**config.mk**
```make
export PLATFORM = sky130hd
export DESIGN_NAME = tcc_sqrt
export DESIGN_NICKNAME = d
export VERILOG_FILES = /design/src/rtl/tcc_pkg.sv /design/src/rtl/tcc_sqrt.sv
export SDC_FILE = /design/constraint.sdc
export NUM_CORES = 2
export LEC_CHECK = 0
export BUFFER_PORTS_ARGS = -buffer_cell sky130_fd_sc_hd__buf_2
export CAP_MARGIN = 20
export CORE_MARGIN = 8
export CORE_UTILIZATION = 36
export CTS_BUF_LIST = sky130_fd_sc_hd__clkbuf_8
export CTS_CLUSTER_SIZE = 24
export DETAILED_ROUTE_END_ITERATION = 16
export PLACE_DENSITY_LB_ADDON = 0.3
export SETUP_SLACK_MARGIN = 0.2
export SLEW_MARGIN = 20
export SYNTH_ARGS = -nofsm -noshare
export SYNTH_HDL_FRONTEND = slang
export SYNTH_SLANG_ARGS = --single-unit
```
**constraint.sdc**
```tcl
create_clock -name i_clk -period 3.2 [get_ports i_clk]
set_input_delay 0.48 -clock i_clk [delete_from_list [all_inputs] [get_ports i_clk]]
set_output_delay 0.48 -clock i_clk [all_outputs]
set_load 0.03 [all_outputs]
```
**src/rtl/tcc_pkg.sv**
```systemverilog
// ----------------------------------------------------------------------------
// Triangle circumcircle package
// Shared constants, status codes and result types for the circumcircle block.
// ----------------------------------------------------------------------------
`default_nettype none

package tcc_pkg;

    localparam int unsigned DEF_COORD_WIDTH = 24;
    localparam int unsigned OUT_WIDTH       = 32;

    // The offset quotient is clamped to 2^40, so 41 quotient bits suffice.
    localparam int unsigned QUOT_BITS    = 41;
    localparam logic [QUOT_BITS-1:0] OFFSET_CLAMP = QUOT_BITS'(1) << (QUOT_BITS - 1);

    localparam int unsigned ROOT_BITS = 32;
    localparam int unsigned RAD_BITS  = 2 * ROOT_BITS;

    localparam logic [31:0]        LIMIT_RESET = 32'd1;
    localparam logic signed [31:0] OUT_MAX     = 32'sh7FFF_FFFF;
    localparam logic signed [31:0] OUT_MIN     = -32'sh7FFF_FFFF - 32'sd1;

    typedef enum logic [1:0] {
        ST_VALID = 2'd0,
        ST_DEGEN = 2'd1,
        ST_SAT   = 2'd2
    } t_status;

    typedef struct packed {
        logic signed [OUT_WIDTH-1:0] cx;
        logic signed [OUT_WIDTH-1:0] cy;
        logic                        satc;
        logic                        rsat;
        logic                        degen;
    } t_post;

    typedef struct packed {
        logic signed [OUT_WIDTH-1:0] center_x;
        logic signed [OUT_WIDTH-1:0] center_y;
        logic [OUT_WIDTH-1:0]        radius;
        t_status                     status;
    } t_res;

endpackage

`default_nettype wire

```
**src/rtl/tcc_sqrt.sv**
```systemverilog
// ----------------------------------------------------------------------------
// Pipelined integer square root
// Floored root of a 64-bit value, one root bit per stage.
// ----------------------------------------------------------------------------
`default_nettype none

module tcc_sqrt (
    input  wire logic                         i_clk,
    input  wire logic                         i_en,
    input  wire logic [tcc_pkg::RAD_BITS-1:0] i_rad,
    output logic [tcc_pkg::ROOT_BITS-1:0]     o_root
);

    localparam int unsigned RB = tcc_pkg::ROOT_BITS;
    localparam int unsigned NB = tcc_pkg::RAD_BITS;

    logic [RB+1:0] r_rem  [0:RB-2];
    logic [NB-1:0] r_rad  [0:RB-2];
    logic [RB-1:0] r_root [0:RB-1];

    for (genvar k = 0; k < RB; k++) begin : g_stage
        logic [RB+1:0] w_rem_in;
        logic [NB-1:0] w_rad_in;
        logic [RB-1:0] w_root_in;
        logic [RB+1:0] w_cur;
        logic [RB+1:0] w_trial;
        logic          w_ge;

        if (k == 0) begin : g_first
            assign w_rem_in  = '0;
            assign w_rad_in  = i_rad;
            assign w_root_in = '0;
        end else begin : g_next
            assign w_rem_in  = r_rem[k-1];
            assign w_rad_in  = r_rad[k-1];
            assign w_root_in = r_root[k-1];
        end

        // Bring down the next two radicand bits and try root*4+1.
        assign w_cur   = {w_rem_in[RB-1:0], w_rad_in[NB-1:NB-2]};
        assign w_trial = {w_root_in, 2'b01};
        assign w_ge    = (w_cur >= w_trial);

        always_ff @(posedge i_clk) begin
            if (i_en) begin
                r_root[k] <= {w_root_in[RB-2:0], w_ge};
            end
        end

        if (k < RB - 1) begin : g_carry
            always_ff @(posedge i_clk) begin
                if (i_en) begin
                    r_rem[k] <= w_ge ? (w_cur - w_trial) : w_cur;
                    r_rad[k] <= w_rad_in << 2;
                end
            end
        end
    end

    assign o_root = r_root[RB-1];

endmodule

`default_nettype wire

```
==> results.py <==
metrics = {
    "floorplan": {
        "coreArea_um2": 318000,
        "fp.dieH_um": 581,
        "die_w_um": 581,
        "start_util": 0.362,
        "rows": 207,
        "ios": 98,
        "die_area_um2": 338000,
    },
    "setup_path": {
        "path_class": "flop to flop",
        "timing.critical_path.buf_inv": 1,
        "reg2reg_slack_ns": -0.17,
        "reg2reg_depth": 9,
        "path_common_cell": "or4_4",
        "crit_fanout": 27,
        "crit-reg2reg-capture": "r_rem[0][220]",
        "cpPeakStageDelay_ns": 0.55,
        "cp_data_required_time_ns": 4.03,
        "r2r-start": "r_rem[0][189]",
        "cp-start-kind": "flop",
        "path_delay_family": "simple AND/OR/NAND/NOR gates",
        "path_cells": "or4_4, or4_4, or3_4, nor3_4, nor3b_4, o211ai_1, or4b_4, buf_12, a31o_1",
        "critPathLaunch": "r_rem[0][189]",
        "cpMaxStageDelayCell": "or4_4",
        "endpoint_kind": "flop",
        "cp.arrival_ns": 4.20,
        "path_depth": 9,
    },
    "timing": {
        "min_period_over_period": 1.05,
        "clock-skew-final_ns": 0.125,
        "finalHoldViolCount": 0,
        "maxSlewHeadroom": 0.452,
        "slew_viol_final": 0,
        "setup_ws_ns": -0.170,
        "worstMarginPinSlew_ns": 0.822,
        "fmax_mhz": 297,
        "rsz0062_at_grt": "yes",
        "min_period_ns": 3.37,
        "setup_viol": 45,
    },
    "layout": {
        "drive_above_1_share": 0.237,
        "design_area_um2": 143000,
        "fin_nets": 10900,
        "fin_util": 0.450,
        "area_growth_pct": 24.4,
    },
    "min_path": {
        "holdPathStages": 2,
        "hold_end": "r_rad[0][23]",
        "holdCritStartpoint": "i_rad[23]",
        "hp-class": "input pin to flop",
    },
    "detailed_routing": {
        "wl_per_cell_um": 17.5,
        "vias": 73800,
        "detail_route.wirelength_um": 259000,
        "drt_iter0_drc": 4229,
        "first_pass_iters": 7,
        "via_per_inst": 4.98,
        "drcViolationCount": 0,
        "antenna_left": 0,
    },
    "clock_tree": {
        "clk_latency_ns": 1.10,
        "cts_tree": "yes",
        "clock_sinks": 2465,
        "clock_path_buffers": 4,
        "cts_root_buf": "clkbuf_8",
        "cts_max_level": 5,
        "clk_pin_slew_ns": 0.06,
        "cts_buffers": 419,
    },
    "power": {
        "p_sw_mw": 30.0,
        "p_int_mw": 69.0,
        "powerDensity_nw_per_um2": 692,
        "p_clk_frac": 0.281,
        "ir_worst_vdd_mv": 0.390,
        "p_sw_frac": 0.303,
        "seq_power_share": 0.446,
        "p_comb_frac": 0.273,
        "p_total_mw": 99.0,
        "p_leak_nw": 55.2,
    },
    "logic_synthesis": {
        "synthFlopType": "edfxtp_1",
        "seq_area_frac_synth": 0.644,
        "synth_seq_cells": 2465,
        "post-synth-top-area-cell": "edfxtp_1",
        "post-synth-top-count-cell": "edfxtp_1",
        "post_synth_inst_count": 8914,
        "synth_area_leaders": "edfxtp_1 64%, ha_1 6.1%, xnor2_1 3.1%",
        "yosysWarnings": 0,
        "synth_area_um2": 115000,
        "async_flop_share": 0,
        "synth_top_area_frac": 0.644,
        "synth.avg_cell_area_um2": 12.9,
        "ys_types": 86,
        "synth_edf_count": 2465,
        "synthTopCellsByCount": "2,465 x edfxtp_1, 715 x inv_1, 610 x nand2_1",
        "synth_nets": 9541,
    },
    "global_routing": {
        "first_global_vias": 74900,
        "grt_start_max_net_pins": 138,
        "grt_pass1_wl_um": 402000,
        "grt_use_total": 0.145,
        "antenna_found_initial": 2,
        "globalRoute.totalOverflow": 0,
    },
    "place": {
        "place.gp.congestion": 0.865,
        "portBuffers": 97,
        "hpwl_um": 180000,
        "postPlaceCellArea_um2": 126000,
    },
    "status": {
        "run_status": "complete, but fails checks",
        "violations": "negative setup slack",
    },
    "run": {
        "max_cap_viol_count": 0,
    },
}
logic make-up (layout without fill, tap and decap cells):
group,count (synthesis),in the layout,share of synthesized area
AOI/OAI and AO/OA,1825,1827,0.0991
xor gates and xnor gates,787,787,0.0600
adders and majority gates,561,561,0.0611
buffers and inverters,889,2614,0.0293
DFF,2465,2465,0.644
muxes,74,74,0.00715
other,1,5,0.0000326
and+or+nand+nor,2312,2313,0.0992
timing repair:
action | 4_1_cts | 5_1_grt
buffers inserted | 105 | 148
gates resized for setup | 547 | 607
pin swaps | 159 | 210
cloned | 17 | 8
endpoints found under the setup margin | 569 | 691
hold buffers | 89 | 0
endpoints found under the hold margin | 239 | 0
registers in the layout, summed over array words and instances (netlist names):
register and cells:
r_rad 992, r_rem 945, r_root 528
through the flow:
step,cells,setup slack (ns),TNS (ns),hold WS (ns)
floorplan,8914,-0.192,-3.08,0.400
global placement,13700,-0.276,-9.85,0.400
detailed placement,13700,-0.259,-11.77,0.405
CTS,14700,-0.181,-4.14,0.000462
global route,14800,-0.328,-11.22,0.0441
finish,14800,-0.170,-4.40,0.145
cells in the final DEF (no fill, tap or decap), types with 96 or more instances in the layout:
| cell | n |
|---|---|
| nand4_1 | 98 |
| a21oi_1 | 441 |
| inv_1 | 782 |
| o21ai_0 | 361 |
| a21o_1 | 243 |
| buf_2 | 96 |
| xor2_1 | 381 |
| ha_1 | 444 |
| nor3_1 | 162 |
| nor2_1 | 533 |
| nand2b_1 | 106 |
| edfxtp_1 | 2465 |
| buf_4 | 811 |
| nand2_1 | 562 |
| xnor2_1 | 388 |
| clkinv_1 | 121 |
| nand3_1 | 115 |
| clkbuf_8 | 423 |
final cells by class:
type                            instances  area [um2]
Tap cell                             4180        5230
Timing Repair inverter                  1        11.3
Inverter                              715        2710
Clock buffer                          423        5820
Fill cell                           28400      175000
Multi-Input combinational cell       5563       42800
Antenna cell                            4        10.0
Clock inverter                        342        2370
Sequential cell                      2465       74000
Timing Repair Buffer                 1133        9970
power groups by stage:
stage	Sequential [mW]	Combinational (mW)	Clock (mW)
after global placement	44.6	21.9	0
after CTS	44.1	24.9	29.1
after detailed placement	44.6	22.3	0
after floorplan	43.3	15.0	0
after global routing	44.6	29.6	30.4
final	44.1	27.0	27.8
per-layer routing:
layer	wire [um]	global-route usage
met1	109000	0.179
met4	9270	0.0517
met2	129000	0.256
met5	0	0
met3	11400	0.0243
how the worst max path moves through the flow:
stage | to | slack (ns)
2_1_floorplan | r_rem[0][220] | -0.19
3_3_place_gp | r_rem[0][221] | -0.28
3_5_place_dp | r_rem[0][220] | -0.26
4_1_cts | r_rem[0][220] | -0.18
5_1_grt | r_rem[0][221] | -0.33
6_report | r_rem[0][220] | -0.17
(Power assumes the default switching activity.)
